===== config.mk =====
export PLATFORM = sky130hd
export DESIGN_NAME = keypad_alarm_controller
export DESIGN_NICKNAME = d
export VERILOG_FILES = /design/src/rtl/kac_pkg.sv /design/src/rtl/kac_core.sv /design/src/rtl/keypad_alarm_controller.sv
export SDC_FILE = /design/constraint.sdc
export NUM_CORES = 1
export LEC_CHECK = 0
export BUFFER_PORTS_ARGS = -buffer_cell sky130_fd_sc_hd__buf_4
export CORE_ASPECT_RATIO = 1.1
export CORE_MARGIN = 5
export CORE_UTILIZATION = 45
export CTS_CLUSTER_DIAMETER = 60
export DETAILED_ROUTE_END_ITERATION = 6
export PLACE_DENSITY_LB_ADDON = 0.2
export RECOVER_POWER = 25
export SYNTH_ARGS = -nofsm -noshare
export SYNTH_HDL_FRONTEND = slang
export SYNTH_SLANG_ARGS = --single-unit

===== constraint.sdc =====
create_clock -name clock -period 4.81 [get_ports clock]
set_input_delay 0.962 -clock clock [delete_from_list [all_inputs] [get_ports clock]]
set_output_delay 0.962 -clock clock [all_outputs]
set_load 0.02 [all_outputs]

===== src/rtl/kac_pkg.sv =====
// Shared types and constants of the keypad alarm controller.
// Holds the request and result structs, event and command codes, key characters.
// No dependencies.
package kac_pkg;

   localparam int CODE_DIGITS_DEF = 5;
   localparam int CODE_W          = 40;
   localparam logic [15:0] HOLD_TICKS_RESET = 16'd3000;

   // request kinds
   localparam logic [1:0] KIND_KEY    = 2'd0;
   localparam logic [1:0] KIND_DOOR   = 2'd1;
   localparam logic [1:0] KIND_TICK   = 2'd2;
   localparam logic [1:0] KIND_REMOTE = 2'd3;

   // remote commands
   localparam logic [2:0] RCMD_ARM    = 3'd0;
   localparam logic [2:0] RCMD_DISARM = 3'd1;
   localparam logic [2:0] RCMD_SET    = 3'd2;
   localparam logic [2:0] RCMD_SOUND  = 3'd3;
   localparam logic [2:0] RCMD_MUTE   = 3'd4;

   // event codes
   localparam logic [3:0] EV_NONE          = 4'd0;
   localparam logic [3:0] EV_ARMED         = 4'd1;
   localparam logic [3:0] EV_DISARMED      = 4'd2;
   localparam logic [3:0] EV_CODE_SET      = 4'd3;
   localparam logic [3:0] EV_REMOTE_CODE   = 4'd4;
   localparam logic [3:0] EV_TRIGGERED     = 4'd5;
   localparam logic [3:0] EV_BAD_CODE      = 4'd6;
   localparam logic [3:0] EV_INVALID       = 4'd7;
   localparam logic [3:0] EV_MISMATCH      = 4'd8;
   localparam logic [3:0] EV_CANCELLED     = 4'd9;
   localparam logic [3:0] EV_SETUP_REQ     = 4'd10;
   localparam logic [3:0] EV_REMOTE_ARM    = 4'd11;
   localparam logic [3:0] EV_REMOTE_DISARM = 4'd12;
   localparam logic [3:0] EV_REMOTE_SOUND  = 4'd13;
   localparam logic [3:0] EV_REMOTE_MUTE   = 4'd14;

   // door events
   localparam logic [1:0] DOOR_NONE   = 2'd0;
   localparam logic [1:0] DOOR_OPENED = 2'd1;
   localparam logic [1:0] DOOR_CLOSED = 2'd2;

   // keypad characters
   localparam logic [7:0] KEY_NONE  = 8'h00;
   localparam logic [7:0] KEY_ZERO  = 8'h30;
   localparam logic [7:0] KEY_NINE  = 8'h39;
   localparam logic [7:0] KEY_ARM   = 8'h41;
   localparam logic [7:0] KEY_BACK  = 8'h42;
   localparam logic [7:0] KEY_SETUP = 8'h43;
   localparam logic [7:0] KEY_STAR  = 8'h2A;

   typedef struct packed {
      logic [1:0]        kind;
      logic [7:0]        key;
      logic              door_open;
      logic [2:0]        remote_cmd;
      logic [CODE_W-1:0] remote_code;
   } req_type;

   typedef struct packed {
      logic              armed_now;
      logic              siren_on;
      logic              mode_now;
      logic              confirm_stage;
      logic              message_held;
      logic [3:0]        event_res;
      logic [1:0]        door_event;
      logic [2:0]        entered_count;
      logic [CODE_W-1:0] last_code;
   } rsp_type;

endpackage


===== src/rtl/kac_core.sv =====
// Panel state and the single-pass update for one request.
// Depends on kac_pkg for request/result structs and codes.
module kac_core
   import kac_pkg::*;
#(
   parameter int CODE_DIGITS = CODE_DIGITS_DEF
) (
   input  logic        clock,
   input  logic        reset,
   input  logic        step,
   input  req_type     item,
   input  logic [15:0] hold_ticks,
   output rsp_type     result
);

   localparam int CW = $clog2(CODE_DIGITS + 1);
   localparam logic [CW-1:0] FULL = CW'(CODE_DIGITS);

   typedef logic [CODE_DIGITS-1:0][7:0] code_type;

   code_type      stored_ff, stored_in;
   code_type      entered_ff, entered_in;
   code_type      pending_ff, pending_in;
   code_type      accepted_ff, accepted_in;
   logic [CW-1:0] caret_ff, caret_in;
   logic          armed_ff, armed_in;
   logic          sound_ff, sound_in;
   logic          mode_ff, mode_in;
   logic          stage_ff, stage_in;
   logic          door_ff, door_in;
   logic          msg_ff, msg_in;
   logic [15:0]   timer_ff, timer_in;

   logic [3:0]    ev;
   logic [1:0]    dev;
   logic [63:0]   rcode_wide;
   logic [63:0]   acc_wide;
   logic [7:0]    k;
   logic          first_done;
   logic          full;

   assign rcode_wide = 64'(item.remote_code);
   assign k          = item.key;
   assign first_done = (pending_ff[CODE_DIGITS-1] != KEY_NONE);
   assign full       = (caret_ff == FULL);

   // work out the next state and the event for this request
   always_comb begin
      stored_in   = stored_ff;
      entered_in  = entered_ff;
      pending_in  = pending_ff;
      accepted_in = accepted_ff;
      caret_in    = caret_ff;
      armed_in    = armed_ff;
      sound_in    = sound_ff;
      mode_in     = mode_ff;
      stage_in    = stage_ff;
      door_in     = door_ff;
      msg_in      = msg_ff;
      timer_in    = timer_ff;
      ev          = EV_NONE;
      dev         = DOOR_NONE;
      unique case (item.kind)
         KIND_KEY: begin
            if (k != KEY_NONE && !msg_ff) begin
               if (!mode_ff) begin
                  // normal entry: collect, then check on the next key
                  if (!full) begin
                     for (int i = 0; i < CODE_DIGITS; i++) begin
                        if (caret_ff == CW'(i)) entered_in[i] = k;
                     end
                     caret_in = caret_ff + 1'b1;
                  end else begin
                     if (entered_ff == stored_ff) begin
                        accepted_in = entered_ff;
                        priority if (sound_ff) begin
                           sound_in = 1'b0;
                           armed_in = 1'b0;
                           ev       = EV_DISARMED;
                        end else if (k == KEY_ARM) begin
                           armed_in = !armed_ff;
                           ev       = armed_ff ? EV_DISARMED : EV_ARMED;
                        end else if (k == KEY_STAR) begin
                           mode_in    = 1'b1;
                           stage_in   = 1'b0;
                           pending_in = '0;
                        end else if (k == KEY_SETUP) begin
                           ev = EV_SETUP_REQ;
                        end else begin
                           msg_in   = 1'b1;
                           timer_in = '0;
                           ev       = EV_INVALID;
                        end
                     end else begin
                        msg_in   = 1'b1;
                        timer_in = '0;
                        ev       = EV_BAD_CODE;
                     end
                     caret_in   = '0;
                     entered_in = '0;
                  end
               end else begin
                  // passcode change
                  priority if (k == KEY_SETUP) begin
                     mode_in    = 1'b0;
                     stage_in   = 1'b0;
                     caret_in   = '0;
                     entered_in = '0;
                     pending_in = '0;
                     msg_in     = 1'b1;
                     timer_in   = '0;
                     ev         = EV_CANCELLED;
                  end else if (k == KEY_BACK) begin
                     if (caret_ff != '0) begin
                        caret_in = caret_ff - 1'b1;
                        for (int i = 0; i < CODE_DIGITS; i++) begin
                           if (caret_in == CW'(i)) entered_in[i] = KEY_NONE;
                        end
                     end
                  end else if (!stage_ff) begin
                     // first entry: digits only
                     if (!first_done && k >= KEY_ZERO && k <= KEY_NINE) begin
                        if (!full) begin
                           for (int i = 0; i < CODE_DIGITS; i++) begin
                              if (caret_ff == CW'(i)) begin
                                 pending_in[i] = k;
                                 entered_in[i] = k;
                              end
                           end
                           caret_in = caret_ff + 1'b1;
                        end
                     end else if (first_done && k == KEY_STAR) begin
                        stage_in   = 1'b1;
                        caret_in   = '0;
                        entered_in = '0;
                     end
                  end else if (!full) begin
                     // second entry
                     for (int i = 0; i < CODE_DIGITS; i++) begin
                        if (caret_ff == CW'(i)) entered_in[i] = k;
                     end
                     caret_in = caret_ff + 1'b1;
                  end else if (k == KEY_ARM) begin
                     if (pending_ff == entered_ff) begin
                        stored_in = pending_ff;
                        ev        = EV_CODE_SET;
                     end else begin
                        ev = EV_MISMATCH;
                     end
                     msg_in     = 1'b1;
                     timer_in   = '0;
                     mode_in    = 1'b0;
                     stage_in   = 1'b0;
                     caret_in   = '0;
                     entered_in = '0;
                     pending_in = '0;
                  end
               end
            end
         end
         KIND_DOOR: begin
            if (item.door_open != door_ff) begin
               dev     = item.door_open ? DOOR_OPENED : DOOR_CLOSED;
               door_in = item.door_open;
            end
            if (item.door_open && armed_ff && !sound_ff) begin
               sound_in = 1'b1;
               ev       = EV_TRIGGERED;
            end
         end
         KIND_TICK: begin
            // count the hold time up, saturating
            if (msg_ff) begin
               if (timer_ff != 16'hFFFF) timer_in = timer_ff + 16'd1;
               if (timer_in >= hold_ticks) msg_in = 1'b0;
            end
         end
         KIND_REMOTE: begin
            unique case (item.remote_cmd)
               RCMD_ARM: begin
                  armed_in = 1'b1;
                  ev       = EV_REMOTE_ARM;
               end
               RCMD_DISARM: begin
                  armed_in = 1'b0;
                  ev       = EV_REMOTE_DISARM;
               end
               RCMD_SET: begin
                  for (int i = 0; i < CODE_DIGITS; i++) begin
                     stored_in[i] = rcode_wide[8*i +: 8];
                  end
                  ev = EV_REMOTE_CODE;
               end
               RCMD_SOUND: begin
                  sound_in = 1'b1;
                  ev       = EV_REMOTE_SOUND;
               end
               RCMD_MUTE: begin
                  sound_in = 1'b0;
                  armed_in = 1'b0;
                  ev       = EV_REMOTE_MUTE;
               end
               default: ;
            endcase
            if (item.remote_cmd <= RCMD_MUTE) begin
               msg_in   = 1'b1;
               timer_in = '0;
            end
         end
         default: ;
      endcase
   end

   // commit the state on each processed request
   always_ff @(posedge clock) begin
      if (reset) begin
         stored_ff   <= {CODE_DIGITS{KEY_ZERO}};
         entered_ff  <= '0;
         pending_ff  <= '0;
         accepted_ff <= '0;
         caret_ff    <= '0;
         armed_ff    <= 1'b0;
         sound_ff    <= 1'b0;
         mode_ff     <= 1'b0;
         stage_ff    <= 1'b0;
         door_ff     <= 1'b0;
         msg_ff      <= 1'b0;
         timer_ff    <= '0;
      end else if (step) begin
         stored_ff   <= stored_in;
         entered_ff  <= entered_in;
         pending_ff  <= pending_in;
         accepted_ff <= accepted_in;
         caret_ff    <= caret_in;
         armed_ff    <= armed_in;
         sound_ff    <= sound_in;
         mode_ff     <= mode_in;
         stage_ff    <= stage_in;
         door_ff     <= door_in;
         msg_ff      <= msg_in;
         timer_ff    <= timer_in;
      end
   end

   // report the state after this request
   assign acc_wide = 64'(accepted_in);

   always_comb begin
      result.armed_now     = armed_in;
      result.siren_on      = sound_in;
      result.mode_now      = mode_in;
      result.confirm_stage = stage_in;
      result.message_held  = msg_in;
      result.event_res     = ev;
      result.door_event    = dev;
      result.entered_count = 3'(caret_in);
      result.last_code     = acc_wide[CODE_W-1:0];
   end

endmodule


===== src/rtl/keypad_alarm_controller.sv =====
// Top level of the keypad alarm controller: request register, panel core, result register.
// Depends on kac_pkg and kac_core.
//
// Usage:
//  - Requests come in on the req_ channel (valid/ready): a key press, a door sample,
//    a tick or a remote command. Each request gives exactly one result on rsp_.
//  - csr_we/csr_wdata write the message hold time in ticks; write it only while idle.
//  - Path: an accepted request sits in the request register; its result passes
//    from the panel core into the result register once that register is free.
//  - Throughput: one request per cycle while the result side is not stalled;
//    the panel core updates its state in a single pass of logic, so
//    back-to-back requests need no wait.
//  - Stall: while rsp_ready is low the result register and request register hold,
//    and req_ready drops once both are full; nothing is lost or repeated.
//  - Reset (synchronous, active high): both registers empty, passcode five '0'
//    characters, disarmed, siren off, hold time 3000 ticks. No clearing pass.
module keypad_alarm_controller
   import kac_pkg::*;
#(
   parameter int CODE_DIGITS = CODE_DIGITS_DEF
) (
   input  logic              clock,
   input  logic              reset,
   input  logic              req_valid,
   output logic              req_ready,
   input  logic [1:0]        req_kind,
   input  logic [7:0]        req_key,
   input  logic              req_door_open,
   input  logic [2:0]        req_remote_cmd,
   input  logic [CODE_W-1:0] req_remote_code,
   output logic              rsp_valid,
   input  logic              rsp_ready,
   output logic              rsp_armed_now,
   output logic              rsp_siren_on,
   output logic              rsp_mode_now,
   output logic              rsp_confirm_stage,
   output logic              rsp_message_held,
   output logic [3:0]        rsp_event_res,
   output logic [1:0]        rsp_door_event,
   output logic [2:0]        rsp_entered_count,
   output logic [CODE_W-1:0] rsp_last_code,
   input  logic              csr_we,
   input  logic [15:0]       csr_wdata
);

   logic        s1_valid_ff;
   req_type     s1_req_ff;
   logic        rsp_valid_ff;
   rsp_type     rsp_ff;
   rsp_type     core_rsp;
   logic [15:0] hold_ff;
   logic        rsp_free;
   logic        s1_adv;
   logic        req_take;

   assign rsp_free  = !rsp_valid_ff || rsp_ready;
   assign s1_adv    = s1_valid_ff && rsp_free;
   assign req_ready = !s1_valid_ff || rsp_free;
   assign req_take  = req_valid && req_ready;

   // hold time register
   always_ff @(posedge clock) begin
      if (reset) begin
         hold_ff <= HOLD_TICKS_RESET;
      end else if (csr_we) begin
         hold_ff <= csr_wdata;
      end
   end

   // request register
   always_ff @(posedge clock) begin
      if (reset) begin
         s1_valid_ff <= 1'b0;
      end else if (req_ready) begin
         s1_valid_ff <= req_valid;
      end
   end

   always_ff @(posedge clock) begin
      if (req_take) begin
         s1_req_ff.kind        <= req_kind;
         s1_req_ff.key         <= req_key;
         s1_req_ff.door_open   <= req_door_open;
         s1_req_ff.remote_cmd  <= req_remote_cmd;
         s1_req_ff.remote_code <= req_remote_code;
      end
   end

   kac_core #(
      .CODE_DIGITS (CODE_DIGITS)
   ) u_core (
      .clock      (clock),
      .reset      (reset),
      .step       (s1_adv),
      .item       (s1_req_ff),
      .hold_ticks (hold_ff),
      .result     (core_rsp)
   );

   // result register
   always_ff @(posedge clock) begin
      if (reset) begin
         rsp_valid_ff <= 1'b0;
      end else if (rsp_free) begin
         rsp_valid_ff <= s1_valid_ff;
      end
   end

   always_ff @(posedge clock) begin
      if (s1_adv) begin
         rsp_ff <= core_rsp;
      end
   end

   assign rsp_valid         = rsp_valid_ff;
   assign rsp_armed_now     = rsp_ff.armed_now;
   assign rsp_siren_on      = rsp_ff.siren_on;
   assign rsp_mode_now      = rsp_ff.mode_now;
   assign rsp_confirm_stage = rsp_ff.confirm_stage;
   assign rsp_message_held  = rsp_ff.message_held;
   assign rsp_event_res     = rsp_ff.event_res;
   assign rsp_door_event    = rsp_ff.door_event;
   assign rsp_entered_count = rsp_ff.entered_count;
   assign rsp_last_code     = rsp_ff.last_code;

endmodule


* Word level (Yosys, flattened, before mapping)
Cells that the tools add are included.
** Cells by class
- Order comparisons :: 4
- Reductions and logical operators :: 43
- Multiplexer cells :: 162
- Add/subtract/negate cells :: 3
- Equality and inequality tests :: 65
** Operator list (count)
- $mux 40 :: 37
- $mux 16 :: 18
- $mux 8 :: 15
- $reduce_and 14->1 :: 6
- $eq 40x40->1 :: 2
- $pmux 40 s2 :: 1
- $ne 4x4->1 const B :: 18
- $mux 4 :: 14
- $mux 1 :: 53
- $pmux 16 s3 :: 1
- $mux 3 :: 14
- $reduce_and 8->1 :: 5
- $eq 8x7->1 const B :: 3
- $pmux 4 s5 :: 1
- $eq 3x2->1 const B :: 6
- $ne 2x1->1 const B :: 9
- $ne 6x6->1 const B :: 3
- $add 16x1->16 const B :: 1
- $ge 16x16->1 :: 1
- $ne 16x16->1 const B :: 1
- $reduce_bool 8->1 :: 2
- $eq 3x3->1 const B :: 4
- $ne 4x3->1 const B :: 3
- $pmux 4 s3 :: 1
- 27 further kinds :: 58
** Word-level totals
- Input port bits :: 75
- Output and inout port bits :: 56
- Flip-flop bits (word level) :: 311

* Depth between registers and ports, before layout
- Word-level depth :: 11
- Gate-level depth with buffers :: 14
- Gate-level depth less buffers :: 13

* By module
From an unflattened synthesis, not the netlist that was laid out.
** Second synthesis, totals
- Cell total of the unflattened synthesis :: 1356
- Area, all modules :: 14754.2 sq um
** Modules (own cells, without submodules)
- kac_core :: cells an instance 1186, times used 1, area an instance 10821.6 sq um
- keypad_alarm_controller :: cells an instance 170, times used 1, area an instance 3932.5 sq um

* Worst setup path before layout
OpenSTA, ideal clock, no wires.
- Path kind :: in2reg
- From :: input port rsp_ready
- To :: register u_core.pending_ff[14] in the netlist's numbering
- Data required time :: 4.694 ns
- Library setup time :: 0.116 ns
- Arrival time :: 3.686 ns
- Stages on the path :: 8
- Slack :: 1.008 ns
- Path through :: nand2b_1 nand2_1 clkbuf_1 inv_1 nand2_1 nor2_1 o211ai_1 and3_1
** On the way
- Word-level cells in the longest chain between the ends :: 3
** Ends and longest elaborated chain
- start, declared :: RTL line keypad_alarm_controller.sv:32 : input logic rsp_ready,
- $logic_or 1x1->1 :: RTL line keypad_alarm_controller.sv:56 : assign rsp_free = !rsp_valid_ff || rsp_ready;
- $logic_and 1x1->1 :: RTL line keypad_alarm_controller.sv:57 : assign s1_adv = s1_valid_ff && rsp_free;
- named net s1_adv :: RTL line keypad_alarm_controller.sv:53 : logic s1_adv;
- $reduce_and 14->1 (no source line)
- end signal, assigned :: RTL line kac_core.sv:232 : pending_ff <= pending_in;
- end, declared :: RTL line kac_core.sv:23 : code_type pending_ff, pending_in;
The timed path passes the listed nets, and every way through them passes these cells.
A chain may end at the register's enable or synchronous reset.

* Final worst setup path
- From :: register u_core.timer_ff[7]
- To :: register u_core.msg_ff
** On the way
- Word-level cells in the longest chain between the ends :: 8
- Elaborated cells between the ends (all ways) :: 9
- Those cells by class :: add/sub (1); order compare (1); eq/ne (1); mux (6)
** Ends and longest elaborated chain
- start, declared :: RTL line kac_core.sv:32 : logic [15:0] timer_ff, timer_in;
- start signal, assigned :: RTL line kac_core.sv:241 : timer_ff <= timer_in;
- $add 16x1->16 / $ne 16x16->1 (equally long branches) :: RTL line kac_core.sv:174 : if (timer_ff != 16'hFFFF) timer_in = timer_ff + 16'd1;
- $mux 16 * :: RTL line kac_core.sv:174
- $mux 16 * :: RTL line kac_core.sv:173 : if (msg_ff) begin
- $mux 16 * :: RTL line kac_core.sv:63 : unique case (item.kind)
- $ge 16x16->1 * :: RTL line kac_core.sv:175 : if (timer_in >= hold_ticks) msg_in = 1'b0;
- $mux 1 * :: RTL line kac_core.sv:175
- $mux 1 * :: RTL line kac_core.sv:173
- $pmux 1 s3 * :: RTL line kac_core.sv:63
- end signal, assigned :: RTL line kac_core.sv:240 : msg_ff <= msg_in;
- end, declared :: RTL line kac_core.sv:31 : logic msg_ff, msg_in;
Every way passes the cells marked *; elsewhere a longest branch is shown, timed or not. The select of a mux whose other input is x is not followed.

==> impl_results.md <==
- Outcome: finished with violations
- Failing checks: max-capacitance violations, max-slew violations
- WS Path Type: register to register
- Area grow syn2layout: 16.1%
- Flop and latch count out of synthesis: 311
- Reg area: 7310 um2
- Fin. max-slew vios: 126
- Largest net degree at the start of global routing: 65
- Commonest non-fill, non-tap cell in the layout: dfxtp_1
- Syn_nets: 1,584
- Req. time, crit path: 5.22 ns
- Max-cap violations: 3
- CP Data Arrival Time: 4.36 ns
- Hold Buf Count CTS: 0
- Hold Vio Cnt, Final: 0
- First-pass GRT wire length: 67,600 um
- Setup Total Neg Slack: 0 ns
- XOR/XNOR Fraction of Synth Area: 5.21%
- Post-synthesis sequential area ratio: 48.3%
- Cell Chain, Critical Path: nand4_1 > or4_1 > nand2b_1 > or3_1 > xnor2_1 > ha_1 > a21o_1 > a21oi_1 > nor2b_1 > a2111oi_0 > o211ai_1 > a221oi_1
- TritonCTS Buffers: 36
- Proportion of synthesized area in mux cells: 8.40%
- Number of DRC markers in iteration 0: 1,012
- Starting density of the core: 45.6%
- Full die area: 37,400 um2
- Synthesized area per cell: 10.2 um2
- DR WL/cell: 21.2 um
- H-tree depth: 2
- Total gr overflow: 0
- Final #Nets: 1,680
- Synth cell types: 81
- FP Rows: 70
- Final period util: 82.0%
- Critical Path Start Type: register
- Routed vias: 12,100
- RSZ-0062 raised after global routing: false
- Resized Gates After CTS: 0
- Post-route cell area: 17,600 um2
- Combinational family with the most area after synthesis: compound AO/OA/AOI/OAI gates
- Family with the most delay on the worst path: simple AND/OR/NAND/NOR gates
- Vias in the first global route: 11,600
- Crit. End Element: register
- Fmax: 253 MHz
- Adder-Cell Fraction of Synth Area: 2.56%
- Simple-gate share of the synthesized area: 14.7%
- Synth warn: 0
- Antenna Nets Post-Route: 0
- Placer Congestion: 0.962
- Residual DRC count: 0
- Predominant post-synthesis flop cell: dfxtp_1
- Clk sinks: 311
- Syn Inst Count: 1,478
- Total iterations of the first detailed-routing run: 5
- Crit-path max FO: 7
- N_diodes: 0
- Hold crit path type: register to register
- Postcts setup bufs: 0
- Slew HR: -105%
- CP max stage cell: or4_1
- PD cells: 338 nW/um2
- Most frequent cells in the layout: 203 x dfxtp_1, 108 x edfxtp_1, 102 x nand2_1
- Area of the core: 33,200 um2
- LEAKAGE: 6.42 nW
- CP peak stage delay: 0.74 ns
- Fraction of registers with async set/reset: 0%
- Final Util: 52.9%
- Total power: 5.94 mW
- Die Wd: 185 um
- Root buf cell: clkbuf_16
- Initial antenna violation count: 0
- CTS tree: built
- Ports: 131
- Share of cells above drive strength 1: 16.0%
- Final Setup Violations: 0
- Synth area leaders: dfxtp_1 27%, edfxtp_1 21%, xnor2_1 4.9%
- Area of the multi-input gates: 7220 um2
- Top-area cell type share of the netlist area: 26.9%
- Placed wire-length estimate: 30,700 um
- Post-Route WL: 43,200 um
- Maximum VDD drop: 0.000305 V
- Post-synth top area cell: dfxtp_1
- Latest clock arrival within the worst-skew pair: 0.53 ns
- Synth Area in Compound Gates: 16.7%
- Die Height: 202 um
- Worst Max-Slew Pin Slew: 3.07 ns
- Final Critical Period: 3.95 ns
- Buffers & Inverters on Critical Path: 0
- Fillers: 2,967
- Drt via density: 5.95
- Clock skew: 0.0145 ns
- CTS Buffer Depth: 3
- EDFF count, synth: 108
- Cell area after synthesis: 15,100 um2
- Worst-path clk slew: 0.06 ns
- Placed cell areas: 16,400 um2
- PortBufs: 130
- Total track usage: 22.7%
## kinds of logic after synthesis
kind of cell | Yosys count
and+or+nand+nor | 420
buffers and inverters | 151
AOI/OAI and AO/OA | 354
muxes | 121
xor gates and xnor gates | 90
DFF | 311
adders and majority gates | 31
## path summary, 6_finish.rpt
| path | start | endpoint | slack, ns | cells after the start |
|---|---|---|---|---|
| max | u_core.timer_ff[7]$_SDFFE_PP0P_ | u_core.msg_ff$_SDFFE_PP0P_ | 0.86 | 12 |
| min | u_core.accepted_ff[10]$_SDFFE_PP0P_ | u_core.accepted_ff[10]$_SDFFE_PP0P_ | 0.47 | 2 |
| max reg2reg | u_core.timer_ff[7]$_SDFFE_PP0P_ | u_core.msg_ff$_SDFFE_PP0P_ | 0.86 | 12 |
| min reg2reg | u_core.accepted_ff[10]$_SDFFE_PP0P_ | u_core.accepted_ff[10]$_SDFFE_PP0P_ | 0.47 | 2 |
## report_power, final
group	internal, mW	switching [mW]
sequential	2.80	0.0537
combinational	0.159	0.264
clock	1.58	1.09
## area by class of cell
class / count / share of cell area, %
Clock buffer: 56 / 5.79
Clock inverter: 10 / 0.812
Inverter: 57 / 1.22
Multi-Input combinational cell: 1016 / 41.1
Sequential cell: 311 / 41.6
Tap cell: 432 / 3.08
Timing Repair Buffer: 152 / 6.36
## synthesized netlist by cell type (7+ instances only)
| library cell | instances |
|---|---|
| nand4_1 | 47 |
| mux2i_1 | 74 |
| nor2_1 | 50 |
| and3_1 | 11 |
| dfxtp_1 | 203 |
| a221oi_1 | 7 |
| edfxtp_1 | 108 |
| nor3_1 | 63 |
| a31oi_1 | 14 |
| o32ai_1 | 9 |
| nand2b_1 | 8 |
| nand3_1 | 57 |
| a211oi_2 | 30 |
| mux2_2 | 7 |
| o21ai_0 | 71 |
| xnor2_1 | 85 |
| o21ai_1 | 19 |
| nor2b_1 | 16 |
| nand2_1 | 102 |
| mux2_1 | 40 |
| clkbuf_1 | 64 |
| or3_1 | 11 |
| o211ai_1 | 15 |
| inv_1 | 54 |
| a22o_1 | 32 |
| buf_2 | 18 |
| ha_1 | 31 |
| nor4_1 | 10 |
| a21oi_1 | 84 |
## registers in the layout (all words and copies together), names as in the netlist, 2 cells and up
signal / flops
u_core.pending_ff: 40
hold_ff: 16
rsp_last_code: 40
u_core.entered_ff: 40
u_core.timer_ff: 16
u_core.accepted_ff: 40
s1_req_ff: 54
rsp_entered_count: 3
u_core.caret_ff: 3
u_core.stored_ff: 40
rsp_event_res: 4
rsp_door_event: 2
## worst register-to-register path, delay by kind of cell (launching register included)
family | cells | cell delay [ns]
compound gates | 5 | 1.48
xor+xnor | 1 | 0.14
fa+ha+maj | 1 | 0.28
flops | 1 | 0.43
simple gates | 5 | 1.50
## metal layers
layer	global-route usage, %	share of wire [%]
met5	0	0
met4	6.42	2.5
met3	3.89	6.8
met2	35.2	46
met1	32.6	45
## metrics by stage
step / setup slack (ns) / instances / hold slack, ns
floorplan: 1.01 / 1478 / 0.447
detailed placement: 0.920 / 1968 / 0.462
finish: 0.864 / 2034 / 0.467
CTS: 0.888 / 2034 / 0.469
global route: 0.381 / 2034 / 0.487
global placement: 0.958 / 1968 / 0.454
Note: power is estimated with default switching activity, not from simulation.
